## src/hw/rtl/variable_width_bit_packer_unit_assert.svh

```systemverilog
// ----------------------------------------------------------------------------
// variable_width_bit_packer_unit_assert.svh
// Assertion macros for the bit packer; they compile to nothing in synthesis.
// ----------------------------------------------------------------------------
`ifndef VARIABLE_WIDTH_BIT_PACKER_UNIT_ASSERT_SVH
`define VARIABLE_WIDTH_BIT_PACKER_UNIT_ASSERT_SVH
`ifndef SYNTHESIS
// Same-cycle implication, disabled while reset is asserted.
`define VWBP_ASSERT_NOW(lbl, clk, rstn, ante, cons, msg) \
    lbl: assert property (@(posedge clk) disable iff (!rstn) (ante) |-> (cons)) \
        else $error(msg);
// Next-cycle implication, disabled while reset is asserted.
`define VWBP_ASSERT_NEXT(lbl, clk, rstn, ante, cons, msg) \
    lbl: assert property (@(posedge clk) disable iff (!rstn) (ante) |=> (cons)) \
        else $error(msg);
`else
`define VWBP_ASSERT_NOW(lbl, clk, rstn, ante, cons, msg)
`define VWBP_ASSERT_NEXT(lbl, clk, rstn, ante, cons, msg)
`endif
`endif

```

## src/hw/rtl/vwbp_pkg.sv

```systemverilog
// ----------------------------------------------------------------------------
// vwbp_pkg
// Shared constants and types of the variable-width bit packer.
// ----------------------------------------------------------------------------
`default_nettype none

package vwbp_pkg;

    localparam int WORD_BITS    = 64;
    localparam int VALUE_BITS   = 64;
    localparam int WIDTH_BITS   = 7;
    localparam int FILL_BITS    = $clog2(WORD_BITS + 1);
    localparam int S_TDATA_BITS = ((VALUE_BITS + WIDTH_BITS + 7) / 8) * 8;
    localparam int M_TDATA_BITS = 64;

    localparam int QUEUE_DEPTH  = 2;
    localparam int QPTR_BITS    = (QUEUE_DEPTH > 1) ? $clog2(QUEUE_DEPTH) : 1;
    localparam int QCNT_BITS    = $clog2(QUEUE_DEPTH + 1);

    // op codes on s_tuser
    localparam logic OP_APPEND = 1'b0;
    localparam logic OP_FLUSH  = 1'b1;

    // item kinds in the queue
    localparam logic KIND_APPEND = 1'b0;
    localparam logic KIND_FLUSH  = 1'b1;

    typedef struct packed {
        logic                  kind;
        logic [WORD_BITS-1:0]  value;
        logic [FILL_BITS-1:0]  width;
    } item_t;

    typedef struct packed {
        logic                  full;
        logic                  empty;
        logic [QCNT_BITS-1:0]  count;
    } queue_status_t;

    typedef struct packed {
        logic                  pop;
        logic                  pop_flush;
        logic [FILL_BITS-1:0]  fill;
    } back_status_t;

endpackage

`default_nettype wire

```

## src/hw/rtl/vwbp_front.sv

```systemverilog
// ----------------------------------------------------------------------------
// vwbp_front
// Classify incoming items: clamp and mask appends, drop zero-width appends.
// ----------------------------------------------------------------------------
`default_nettype none

module vwbp_front
    import vwbp_pkg::*;
(
    input  wire logic                     s_tvalid,
    input  wire logic [S_TDATA_BITS-1:0]  s_tdata,
    input  wire logic [0:0]               s_tuser,
    output item_t                         push_item,
    output logic                          push
);

    logic [WIDTH_BITS-1:0] raw_width;
    logic [VALUE_BITS-1:0] raw_value;
    logic [FILL_BITS-1:0]  clamped_width;
    logic [VALUE_BITS-1:0] value_mask;
    logic                  is_flush;

    always_comb begin
        raw_value = s_tdata[VALUE_BITS-1:0];
        raw_width = s_tdata[VALUE_BITS +: WIDTH_BITS];
        is_flush  = (s_tuser[0] == OP_FLUSH);

        // clamp oversized widths to a full word
        if (raw_width > WIDTH_BITS'(WORD_BITS)) begin
            clamped_width = FILL_BITS'(WORD_BITS);
        end else begin
            clamped_width = FILL_BITS'(raw_width);
        end

        if (32'(clamped_width) >= VALUE_BITS) begin
            value_mask = '1;
        end else begin
            value_mask = (VALUE_BITS'(1) << clamped_width) - VALUE_BITS'(1);
        end

        push_item.kind  = is_flush ? KIND_FLUSH : KIND_APPEND;
        push_item.value = WORD_BITS'(raw_value & value_mask);
        push_item.width = clamped_width;

        // zero-width appends change nothing: drop them here
        push = s_tvalid && (is_flush || (clamped_width != '0));
    end

endmodule

`default_nettype wire

```

## src/hw/rtl/vwbp_queue.sv

```systemverilog
// ----------------------------------------------------------------------------
// vwbp_queue
// Short FIFO between front and back; push and pop may share a cycle.
// ----------------------------------------------------------------------------
`default_nettype none

module vwbp_queue
    import vwbp_pkg::*;
(
    input  wire logic    aclk,
    input  wire logic    aresetn,
    input  wire logic    push,
    input  wire item_t   push_item,
    input  wire logic    pop,
    output item_t        head_item,
    output queue_status_t status
);

    item_t                 entry_reg [QUEUE_DEPTH];
    logic [QPTR_BITS-1:0]  wr_ptr_reg, wr_ptr_next;
    logic [QPTR_BITS-1:0]  rd_ptr_reg, rd_ptr_next;
    logic [QCNT_BITS-1:0]  count_reg, count_next;
    logic                  do_push;
    logic                  do_pop;

    always_comb begin
        status.full  = (count_reg == QCNT_BITS'(QUEUE_DEPTH));
        status.empty = (count_reg == '0);
        status.count = count_reg;
        do_push = push && !status.full;
        do_pop  = pop && !status.empty;

        wr_ptr_next = wr_ptr_reg;
        rd_ptr_next = rd_ptr_reg;
        if (do_push) begin
            wr_ptr_next = (wr_ptr_reg == QPTR_BITS'(QUEUE_DEPTH - 1)) ? '0
                                                                      : wr_ptr_reg + 1'b1;
        end
        if (do_pop) begin
            rd_ptr_next = (rd_ptr_reg == QPTR_BITS'(QUEUE_DEPTH - 1)) ? '0
                                                                      : rd_ptr_reg + 1'b1;
        end

        count_next = count_reg;
        if (do_push && !do_pop) begin
            count_next = count_reg + 1'b1;
        end else if (do_pop && !do_push) begin
            count_next = count_reg - 1'b1;
        end

        head_item = entry_reg[rd_ptr_reg];
    end

    always_ff @(posedge aclk) begin
        if (!aresetn) begin
            wr_ptr_reg <= '0;
            rd_ptr_reg <= '0;
            count_reg  <= '0;
        end else begin
            wr_ptr_reg <= wr_ptr_next;
            rd_ptr_reg <= rd_ptr_next;
            count_reg  <= count_next;
        end
    end

    always_ff @(posedge aclk) begin
        if (do_push) begin
            entry_reg[wr_ptr_reg] <= push_item;
        end
    end

endmodule

`default_nettype wire

```

## src/hw/rtl/vwbp_back.sv

```systemverilog
// ----------------------------------------------------------------------------
// vwbp_back
// Merge fields into the pending word and emit finished words and, on flush, the partial word.
// ----------------------------------------------------------------------------
`default_nettype none

module vwbp_back
    import vwbp_pkg::*;
(
    input  wire logic                     aclk,
    input  wire logic                     aresetn,
    input  wire item_t                    head_item,
    input  wire logic                     head_valid,
    output logic                          pop,
    output back_status_t                  status,
    output logic                          m_tvalid,
    input  wire logic                     m_tready,
    output logic [M_TDATA_BITS-1:0]       m_tdata,
    output logic [0:0]                    m_tuser
);

    logic [WORD_BITS-1:0]  pending_reg, pending_next;
    logic [FILL_BITS-1:0]  fill_reg, fill_next;
    logic                  out_valid_reg, out_valid_next;
    logic [WORD_BITS-1:0]  out_word_reg;
    logic                  out_flush_reg;

    logic [FILL_BITS:0]    sum;
    logic [FILL_BITS-1:0]  room;
    logic [WORD_BITS-1:0]  merged;
    logic [WORD_BITS-1:0]  carry;
    logic                  fits;
    logic                  emit;
    logic [WORD_BITS-1:0]  emit_word;
    logic                  emit_flush;

    always_comb begin
        pop = head_valid && (!out_valid_reg || m_tready);

        sum    = {1'b0, fill_reg} + {1'b0, head_item.width};
        room   = FILL_BITS'(WORD_BITS) - fill_reg;
        merged = pending_reg | (head_item.value << fill_reg);
        carry  = head_item.value >> room;
        fits   = (sum <= (FILL_BITS + 1)'(WORD_BITS));

        pending_next = pending_reg;
        fill_next    = fill_reg;
        emit         = 1'b0;
        emit_word    = merged;
        emit_flush   = 1'b0;

        if (pop) begin
            unique case (head_item.kind)
                KIND_APPEND: begin
                    if (fits) begin
                        pending_next = merged;
                        fill_next    = sum[FILL_BITS-1:0];
                    end else begin
                        emit         = 1'b1;
                        pending_next = carry;
                        fill_next    = FILL_BITS'(sum - (FILL_BITS + 1)'(WORD_BITS));
                    end
                end
                KIND_FLUSH: begin
                    emit         = (fill_reg != '0);
                    emit_word    = pending_reg;
                    emit_flush   = 1'b1;
                    pending_next = '0;
                    fill_next    = '0;
                end
                default: begin
                    pending_next = pending_reg;
                end
            endcase
        end

        if (emit) begin
            out_valid_next = 1'b1;
        end else if (m_tready) begin
            out_valid_next = 1'b0;
        end else begin
            out_valid_next = out_valid_reg;
        end

        status.pop       = pop;
        status.pop_flush = pop && (head_item.kind == KIND_FLUSH);
        status.fill      = fill_reg;

        m_tvalid   = out_valid_reg;
        m_tdata    = M_TDATA_BITS'(out_word_reg);
        m_tuser[0] = out_flush_reg;
    end

    always_ff @(posedge aclk) begin
        if (!aresetn) begin
            pending_reg   <= '0;
            fill_reg      <= '0;
            out_valid_reg <= 1'b0;
        end else begin
            pending_reg   <= pending_next;
            fill_reg      <= fill_next;
            out_valid_reg <= out_valid_next;
        end
    end

    always_ff @(posedge aclk) begin
        if (emit) begin
            out_word_reg  <= emit_word;
            out_flush_reg <= emit_flush;
        end
    end

endmodule

`default_nettype wire

```

## src/hw/rtl/variable_width_bit_packer_unit.sv

```systemverilog
// ----------------------------------------------------------------------------
// variable_width_bit_packer_unit: LSB-first packer of 1..64-bit fields
// Path: an item is registered in the queue, then its finished word in the output register.
// Throughput: one item per cycle while the output is not stalled, set by the single shift-and-OR in the back.
// Reset: synchronous active-low aresetn; empties queue and pending word.
// ----------------------------------------------------------------------------
`default_nettype none
`include "variable_width_bit_packer_unit_assert.svh"

module variable_width_bit_packer_unit
    import vwbp_pkg::*;
(
    input  wire logic                     aclk,
    input  wire logic                     aresetn,
    // input stream
    input  wire logic                     s_tvalid,
    output logic                          s_tready,
    input  wire logic [S_TDATA_BITS-1:0]  s_tdata,   // field_value, field_width, zero pad
    input  wire logic [0:0]               s_tuser,   // op
    // result stream
    output logic                          m_tvalid,
    input  wire logic                     m_tready,
    output logic [M_TDATA_BITS-1:0]       m_tdata,   // packed_word
    output logic [0:0]                    m_tuser    // from_flush
);

    // Front: clamp width, mask value, drop zero-width appends.
    item_t         q_push_item;
    logic          q_push;
    // Queue between front and back so each side stalls on its own.
    item_t         q_head_item;
    queue_status_t q_status;
    // Back: merge into pending word, emit into output register.
    logic          q_pop;
    back_status_t  b_status;

    // Push only on an accepted word.
    vwbp_front u_front (
        .s_tvalid  (s_tvalid && s_tready),
        .s_tdata   (s_tdata),
        .s_tuser   (s_tuser),
        .push_item (q_push_item),
        .push      (q_push)
    );

    vwbp_queue u_queue (
        .aclk      (aclk),
        .aresetn   (aresetn),
        .push      (q_push),
        .push_item (q_push_item),
        .pop       (q_pop),
        .head_item (q_head_item),
        .status    (q_status)
    );

    vwbp_back u_back (
        .aclk       (aclk),
        .aresetn    (aresetn),
        .head_item  (q_head_item),
        .head_valid (!q_status.empty),
        .pop        (q_pop),
        .status     (b_status),
        .m_tvalid   (m_tvalid),
        .m_tready   (m_tready),
        .m_tdata    (m_tdata),
        .m_tuser    (m_tuser)
    );

    // Accept whenever the queue has room, dropped items included.
    assign s_tready = !q_status.full;

    // Never push into a full queue.
    `VWBP_ASSERT_NOW(a_queue_no_overflow, aclk, aresetn, q_status.full, !q_push, "queue overflow")
    // An empty queue must take input.
    `VWBP_ASSERT_NOW(a_ready_when_empty, aclk, aresetn, q_status.count == '0, s_tready, "not ready while empty")
    // Flush leaves the packer empty.
    `VWBP_ASSERT_NEXT(a_flush_clears, aclk, aresetn, b_status.pop_flush, b_status.fill == '0, "flush did not clear fill")
    // Fill count never passes the word size.
    `VWBP_ASSERT_NEXT(a_fill_in_range, aclk, aresetn, b_status.pop, b_status.fill <= FILL_BITS'(WORD_BITS), "fill count out of range")

endmodule

`default_nettype wire

```

## config.mk

```make
export PLATFORM = sky130hd
export DESIGN_NAME = variable_width_bit_packer_unit
export DESIGN_NICKNAME = d
export VERILOG_FILES = /design/src/hw/rtl/vwbp_pkg.sv /design/src/hw/rtl/vwbp_front.sv /design/src/hw/rtl/vwbp_queue.sv /design/src/hw/rtl/vwbp_back.sv /design/src/hw/rtl/variable_width_bit_packer_unit.sv
export VERILOG_INCLUDE_DIRS = /design/src /design/src/hw/rtl
export SDC_FILE = /design/constraint.sdc
export NUM_CORES = 1
export LEC_CHECK = 0
export BUFFER_PORTS_ARGS = -buffer_cell sky130_fd_sc_hd__buf_2
export CAP_MARGIN = 25
export CORE_MARGIN = 8
export CORE_UTILIZATION = 45
export DETAILED_ROUTE_END_ITERATION = 7
export GPL_ROUTABILITY_DRIVEN = 1
export HOLD_SLACK_MARGIN = 0.06
export PLACE_DENSITY = 0.66
export SETUP_SLACK_MARGIN = 0.05
export SYNTH_ARGS = -nofsm -noshare
export SYNTH_HDL_FRONTEND = slang
export SYNTH_SLANG_ARGS = --single-unit
```

## constraint.sdc

```tcl
create_clock -name aclk -period 13.5 [get_ports aclk]
set_input_delay 1.35 -clock aclk [delete_from_list [all_inputs] [get_ports aclk]]
set_output_delay 1.35 -clock aclk [all_outputs]
set_load 0.02 [all_outputs]
```

== Word-level counts from Yosys, hierarchy flattened ==
Memory sizes are Yosys's and may differ from the RTL's. A register that Yosys moved wholly into a read port is not among the register bits.
Index checks and enable logic that the tools add are counted.
Word-level totals
  flip-flop bits (word level): 141
  memory bits (writable): 144
  word-level logic and storage cells: 69
  memories: 1
Memory list
  u_queue.entry_reg: depth 2, width 72, rd ports 1, clocked after Yosys merged registers in 1, write ports 1, RTL line vwbp_queue.sv:19  | item_t entry_reg [QUEUE_DEPTH];
Operators by class
  add/sub/neg operators: 8
  $lt $le $gt $ge: 3
  equality and inequality tests: 1
  shift-type cells: 3
  multiplexer cells: 23
  bitwise operators: 3
  reduce and logical (&&, ||, !) cells: 19
Operator list (number)
  two-way mux 64 bit: 4
  case mux 64 bit (2 select lines): 1
  bitwise AND 64 bit: 1
  bitwise OR 64 bit: 1
  left shift 1 x 7 -> 64 bit (first input constant): 1
  left shift 64 x 7 -> 64 bit: 1
  >> shifter 64 x 7 -> 64 bit: 1
  subtractor 64 x 2 -> 64 bit (second input constant): 1
  two-way mux 7 bit: 2
  case mux 7 bit (2 select lines): 1
  nonzero test 7 bit: 2
  two-way mux 1 bit: 12
  adder 7 x 7 -> 8 bit: 1
  <= comparator 8 x 7 -> 1 bit (second input constant): 1
  >= comparator 7 bit (second input constant): 1
  > comparator 7 bit (second input constant): 1
  logical AND 1 bit: 7
  subtractor 7 bit (first input constant): 1
  subtractor 7 bit (second input constant): 1
  logical NOT 1 bit: 5
  two-way mux 2 bit: 2
  nonzero test 2 bit: 2
  adder 1 bit (second input constant): 2
  adder 2 x 1 -> 2 bit (second input constant): 1
  other kinds (6): 7

== Longest topological paths before layout ==
Gate-level depths: netlist of run 1.
  depth after elaboration: 10
  mapped depth: 19
  mapped depth without buffers: 10

== Cells and area by module ==
From an unflattened synthesis of run 1, not the netlist that was laid out.
Second synthesis, totals
  cell total of the unflattened synthesis: 2015
  area, all modules: 21287.9 um^2
Modules (own cells, without submodules)
  vwbp_back: times used 1, cells an instance 1437, area each 13798.2 um^2, seq. area each 3393.3 um^2
  vwbp_queue: times used 1, cells an instance 249, area each 5452.7 um^2, seq. area each 4424.2 um^2
  vwbp_front: times used 1, cells an instance 326, area each 2023.2 um^2, seq. area each 0.0 um^2
  variable_width_bit_packer_unit: times used 1, cells an instance 3, area each 13.8 um^2, seq. area each 0.0 um^2

== Worst setup path after synthesis of run 1 ==
No wires, ideal clock.
  path kind: input to register
  start point: input s_tdata[65]
  end point: memory u_queue.entry_reg[0][0] in the netlist's numbering (enable)
  arrival: 5636 ps
  data required time: 12989 ps
  slack: 7352 ps
  cell stages on the path: 7
  cells stage by stage: clkbuf_1 -> or2_2 -> clkbuf_1 -> o21ai_0 -> nand2_1 -> o211a_1 -> nor2b_1
On the way
  word-level cells in the longest chain between the ends: 8
Ends and longest elaborated chain
  start: declaration: RTL line variable_width_bit_packer_unit.sv:18  | input wire logic [S_TDATA_BITS-1:0] s_tdata,
  > comparator 7 bit: RTL line vwbp_front.sv:29  | if (raw_width > WIDTH_BITS'(WORD_BITS)) begin
  two-way mux 7 bit (*): RTL line vwbp_front.sv:29
  nonzero test 7 bit (*): RTL line vwbp_front.sv:46  | push = s_tvalid && (is_flush || (clamped_width != '0));
  logical OR 1 bit (*): RTL line vwbp_front.sv:46
  logical AND 1 bit (*): RTL line vwbp_front.sv:46
  logical AND 1 bit (*): RTL line vwbp_queue.sv:30  | do_push = push && !status.full;
  via u_queue.do_push: RTL line vwbp_queue.sv:23  | logic do_push;
  two-way mux 1 bit (*): RTL line vwbp_queue.sv:67  | if (do_push) begin
  two-way mux 1 bit (not written as such) (*): RTL line vwbp_queue.sv:68  | entry_reg[wr_ptr_reg] <= push_item;
  end: declaration: RTL line vwbp_queue.sv:19
Mark *: on every way through the listed nets, which the timed path passes. The rest lies on a longest branch.

==> key figures, run 1 <==
STA
  • Slew Viols, Final: 0
  • Fmax: roughly 180 MHz
  • Tmin final: 5.43 ns
  • Endpoints failing setup: 0
  • RSZ-0062 raised after global routing: false
  • Clock skew: 0.0485 ns
  • Crit share post-route: 40.2%
  • Final setup TNS: 0 ns
  • Slew headroom: 19.3%
  • Final Hold Viols: 0
  • Slew @ Worst Pin: between 1 and 1.5 ns

Clocking
  • CTS root buf: clkbuf_16
  • Clock Path Buffers: 3
  • H-tree depth: 2
  • Post-CTS Resized: 0
  • TritonCTS clock tree: yes
  • Clock sinks: 286
  • Total CTS buffers: 34
  • Clock slew at reported path FFs: roughly 0.060 ns
  • Clock latency on the worst-skew pair: roughly 0.58 ns
  • Post-CTS setup buffer count: 0
  • Hold buffer count at cts: 0

Critical path
  • R2r endpoint: u_back.pending_reg[30]
  • Slowest cell on the critical path: a21boi_0
  • Critical setup path kind: in -> reg
  • Max incr delay on CP: between 0.6 and 0.7 ns
  • Critical Path Start Type: input pin
  • Worst Path Max Fanout: 40
  • Worst Path Arrival: 5.66 ns
  • CP endpoint kind: register
  • Setup crit end: u_queue.entry_reg[1][67]
  • Reg2Reg Depth: 11
  • Reg2reg setup slack: between 8 and 9 ns
  • Critical Path RT: between 10 and 15 ns
  • CP cell instances: buf_2, buf_4, inv_1, o21ai_0, nand2_1, ha_1, o31ai_1, a211oi_1, buf_4, nand2_1, nor4bb_1, xnor2_1, a21boi_0
  • CP Launch Point: s_tdata[70]

Logic synthesis
  • Synth Cell Area: 23600 µm²
  • Async S/R FF share, synth: 0%
  • Avg Inst Size Synth: 10.6 µm²
  • Mapped Cells: 2221
  • Predominant post-synthesis flop cell: edfxtp_1
  • Syn_nets: ~2300
  • Yosys warning count: 0
  • Yosys reg bits: 286
  • Seq/Total Area, Yosys: 33.2%
  • Netlist cell types: between 80 and 90
  • Post-synth EDFFs: 209

Route
  • Drt wl/cell: 33.1 µm
  • Vias post-DR: 20993
  • Total wire length: between 90000 and 100000 µm
  • Vias per inst: 7.03
  • Post-route ant nets: 0
  • DRC viols: 0
  • DRT iter0 DRCs: 2887
  • 1st-pass router iterations: 6

Floorplan
  • Initial Utilization: 45.2%
  • Full die area: 60000 µm²
  • # rows: between 80 and 90
  • Boundary pin count: 144
  • Core box area: 52100 µm²
  • Die Span Y: 245 µm
  • Die Wd: 245 µm

Global routing
  • Largest net degree at the start of global routing: 118
  • Vias in the first global route: approximately 20000
  • Gr ovfl total: 0
  • Gr usage total: roughly a third
  • First-pass GRT wire length: roughly 140000 µm
  • Initial antenna violation count: 1

Place
  • Placed cell count: just under 3000
  • Port buffer count: 142
  • Placed inst area: 24800 µm²
  • Routability congestion estimate: 1.02
  • Post-detail-place hpwl: 77800 µm

Final layout
  • Final cell utilization of the core: 49.9%
  • Number of flip-flops in the largest register: approximately 140
  • Area Overhead vs Synth: 10.3%
  • Share of post-route cells with drive strength above 1: 26.4%
  • FILL cells: between 4000 and 5000
  • Post-route non-filler standard cell count: approximately 3000
  • Final Cell Area: between 20000 and 30000 µm²
  • Net total in the final layout: 2358

Run
  • Max-Cap Viols: 0

Worst hold path
  • Hold Path Class: reg -> reg

Run status
  • Status: finished, final reports clean
cells in the mapped netlist (9+ instances only):
master     number  area (µm²)
mux4_2        200        4500
and3_1         21         131
buf_1          23        86.3
nor2b_1        21         131
mux2i_1       174        1740
nor3_1         45         225
o211ai_1       40         300
edfxtp_1      209        6280
and2_1         18         113
o221ai_1       14         123
clkbuf_1       93         349
or2_2          10        62.6
o21bai_1       22         165
o31a_1          9        78.8
mux2_2        112        1260
nand3_1        43         215
a22oi_1        31         233
nand2b_1       16         100
xor2_1         12         105
buf_6          10         113
buf_2          45         225
a21oi_1        92         460
nand2_1       195         732
a2111oi_0      10        87.6
a21o_1         19         143
xnor2_1        16         140
o22ai_1        23         144
dfxtp_1        77        1540
o21a_1         21         158
mux2_1         14         158
nor4_1         13        81.3
a221oi_1       14         123
ha_1           10         125
o21ai_0        87         435
a31oi_1        34         213
inv_1          28         105
a21boi_0       25         188
o21ai_1        13        65.1
or3_1           9        56.3
buf_4          10        75.1
a211oi_1       23         173
nor2_1        196         736
area by class of cell:
cell class,instances,area [µm²],area share [%]
repair buffers,194,1140,4.38
clock inverters,22,279,1.07
flip-flops and latches,286,7830,30.1
clock buffers,40,873,3.36
well taps,688,861,3.31
multi-input cells,1720,14900,57.2
inverters,34,130,0.500
diodes,2,5.00,0.0192
how the worst min path moves through the flow:
| stage | from | end | slack [ns] | cells past startpoint |
|---|---|---|---|---|
| floorplan | u_back.pending_reg[28] | u_back.pending_reg[28] | 0.43 | 2 |
| global placement | u_back.pending_reg[28] | u_back.pending_reg[28] | 0.44 | 2 |
| detailed placement | u_back.pending_reg[23] | u_back.pending_reg[23] | 0.45 | 2 |
| CTS | u_back.pending_reg[23] | u_back.pending_reg[23] | 0.46 | 2 |
| global route | u_back.pending_reg[27] | u_back.pending_reg[27] | 0.49 | 2 |
| finish | u_back.pending_reg[23] | u_back.pending_reg[23] | 0.46 | 2 |
cells by family (layout without fill, tap and decap cells):
| family | after synthesis | count (layout) | share of synthesized area, % |
|---|---|---|---|
| fa+ha+maj | 11 | 11 | 0.616 |
| other cells | 0 | 2 | 0 |
| buf+inv | 215 | 290 | 4.14 |
| xor+xnor | 28 | 28 | 1.04 |
| compound gates | 569 | 569 | 16.7 |
| mux | 500 | 500 | 32.5 |
| flops | 286 | 286 | 33.2 |
| simple gates | 612 | 612 | 11.8 |
per-layer routing:
metal	global-route usage [%]	share of wire [%]
met1	43.2	39
met2	49.7	45
met3	6.04	9.7
met4	16.5	6.2
met5	0	0
per-stage QoR:
stage	hold WS (ns)	setup slack, ns
final	0.459	8.07
after global routing	0.493	7.89
after detailed placement	0.446	7.58
after global placement	0.441	7.61
after CTS	0.460	8.15
after floorplan	0.427	7.35
critical path: cells and delay by family:
family	cells	cell delay, ns
xor gates and xnor gates	1	0.12
buffers and inverters	4	1.21
AOI/OAI and AO/OA	4	1.78
adders and majority gates	1	0.34
and+or+nand+nor	3	0.83
cell usage in the layout, fill, tap and decap left out, types with 14 or more instances in the layout:
cell | Yosys | final
buf_4 | 10 | 46
nor3_1 | 45 | 44
o21ai_0 | 87 | 87
o22ai_1 | 23 | 23
mux2_1 | 14 | 14
a21boi_0 | 25 | 25
a21oi_1 | 92 | 92
o221ai_1 | 14 | 14
a211oi_1 | 23 | 22
a22oi_1 | 31 | 31
and2_1 | 18 | 17
edfxtp_1 | 209 | 209
mux2_2 | 112 | 112
buf_2 | 45 | 142
a21o_1 | 19 | 19
o211ai_1 | 40 | 40
a221oi_1 | 14 | 14
mux4_2 | 200 | 200
mux2i_1 | 174 | 174
clkbuf_16 | 0 | 34
inv_1 | 28 | 26
o21a_1 | 21 | 21
nand2_1 | 195 | 195
a31oi_1 | 34 | 34
nor2_1 | 196 | 196
nand2b_1 | 16 | 16
o21bai_1 | 22 | 22
and3_1 | 21 | 21
nor2b_1 | 21 | 20
dfxtp_1 | 77 | 72
nand3_1 | 43 | 43
Power of run 1 is left out: the tool's default activity adds up to more than one toggle a clock period on the data nets, which glitch-free logic cannot reach.
==> run 2: changes to the inputs <==
- PLACE_DENSITY: 0.66 -> 0.68
- clock period: 13.5 -> 4.9 ns (I/O delays scaled with it)
==> key figures, run 2 (same netlist as run 1, synthesis figures left out) <==
Final layout
  • Net total in the final layout: 2428 (+3.0%)
  • Share of post-route cells with drive strength above 1: 28.5% (+2.2 points)
  • Final cell utilization of the core: 51.0% (+1.1 points)
  • Commonest cells after routing, fill and taps aside: edfxtp_1, mux4_2, nor2_1
  • Area Overhead vs Synth: 12.7%
  • Number of flip-flops in the largest register: 144 (unchanged)
  • Commonest non-fill, non-tap cell in the layout: edfxtp_1
  • Diode count: 0 (-2)

STA
  • Final setup TNS: 0 ns (unchanged)
  • Clock skew: 0.0422 ns (-0.00631 ns)
  • Fmax: between 200 and 250 MHz
  • Slew headroom: 28.8% (+9.5 points)
  • Crit share post-route: 89.7%
  • Final Hold Viols: 0 (unchanged)
  • Endpoints failing setup: 0 (unchanged)
  • RSZ-0062 raised after global routing: false
  • Slew Viols, Final: 0 (unchanged)
  • Tmin final: 4.39 ns
  • Slew @ Worst Pin: 1.06 ns (-0.139 ns)

Place
  • Port buffer count: 142 (unchanged)
  • Routability congestion estimate: 1.01 (-1.3%)
  • Post-detail-place hpwl: 82000 µm (+5.5%)

Route
  • DRT iter0 DRCs: 2856 (-1.1%)
  • Vias per inst: 7.00 (-0.42%)
  • Post-route ant nets: 0 (unchanged)
  • 1st-pass router iterations: 6 (unchanged)
  • DRC viols: 0 (unchanged)
  • Total wire length: 104000 µm (+5.3%)
  • Vias post-DR: 21374 (+1.8%)
  • Drt wl/cell: 34.1 µm (+2.9%)

Floorplan
  • Core box area: 52100 µm² (unchanged)
  • # rows: 84 (unchanged)
  • Die Span Y: 245 µm (unchanged)
  • Full die area: 60000 µm² (unchanged)
  • Boundary pin count: 144 (unchanged)
  • Initial Utilization: 45.2% (unchanged)
  • Die Wd: 245 µm (unchanged)

Clocking
  • Clock Path Buffers: 3 (unchanged)
  • Clock sinks: 286 (unchanged)
  • Clock slew at reported path FFs: 0.06 ns (about the same)
  • Total CTS buffers: 34 (unchanged)
  • Post-CTS setup buffer count: 0 (unchanged)
  • Hold buffer count at cts: 0 (unchanged)
  • CTS root buf: clkbuf_16
  • Clock latency on the worst-skew pair: 0.59 ns (about the same)
  • Post-CTS Resized: 0 (unchanged)
  • TritonCTS clock tree: yes
  • H-tree depth: 2 (unchanged)

Critical path
  • Critical Path Start Type: register
  • Critical Path RT: 5.10 ns (-8.64 ns)
  • Critical setup path kind: reg -> reg
  • Worst Path Arrival: 4.59 ns (-1.07 ns)
  • CP endpoint kind: register
  • Worst Path Max Fanout: 65 (+63%)

Worst hold path
  • Hold Path Class: in -> reg

Global routing
  • Initial antenna violation count: 2 (+1)
  • Vias in the first global route: 20643 (+2.6%)
  • Gr ovfl total: 0 (unchanged)
  • First-pass GRT wire length: 149000 µm (+3.5%)
  • Largest net degree at the start of global routing: 130 (+10%)
  • Gr usage total: 33.7% (+1.5 points)

Run status
  • Status: finished, final reports clean

Run
  • Max-Cap Viols: 0 (unchanged)
-- run 2: cell count changes in the layout (fill, tap and decap cells not counted), sizes merged --
cell / delta
buf: +70
bufinv: -1
clkbuf: +1
clkinvlp: +1
diode: -2
inv: -2
-- run 2: worst paths after layout --
kind                              endpoint                    from  cells after the start  slack [ns]
hold / removal    u_queue.entry_reg[1][71]                 s_tuser                      1        0.14
hold reg to reg     u_back.pending_reg[59]  u_back.pending_reg[59]                      2        0.48
setup reg to reg        u_back.m_tdata[28]                register                     11        0.51
setup / recovery        u_back.m_tdata[28]                register                     11        0.51
-- run 2: stage by stage --
step	worst slack, ns	cells	instance area [µm²]	hold WS [ns]
after floorplan	0.0920	2221	23600	0.427
after global placement	0.727	2988	25400	0.440
after detailed placement	0.536	2989	25400	0.459
after CTS	0.530	3050	26600	0.122
after global routing	0.192	3053	26600	0.132
final	0.505	3053	26600	0.137
-- run 2: final cells by class --
class	count	area (µm²)
tap	688	861
fill	4740	25600
multi-input combinational	1720	14900
clock inverter	20	239
clock buffer	41	887
sequential	286	7830
inverter	34	134
timing repair buffer	264	1750
-- run 2: per-layer routing --
metal	vias to the layer above	wire length (µm)	global-route usage, %
li1	9025	-	-
met1	10626	40200	43.3
met2	1466	46800	52.7
met3	253	10300	7.26
met4	4	6750	18.7
met5	-	27	0
-- run 2: worst max-delay path: stages (launching register included) --
cell,delay [ns]
dfxtp_4,0.50
mux2_2,0.40
ha_1,0.27
a211oi_1,0.40
o21ai_0,0.23
a211oi_1,0.57
o41ai_4,0.15
buf_4,0.23
a31oi_1,0.27
o21ai_1,0.22
clkinvlp_4,0.11
buf_4,0.61
Power of run 2 is left out for the same reason.
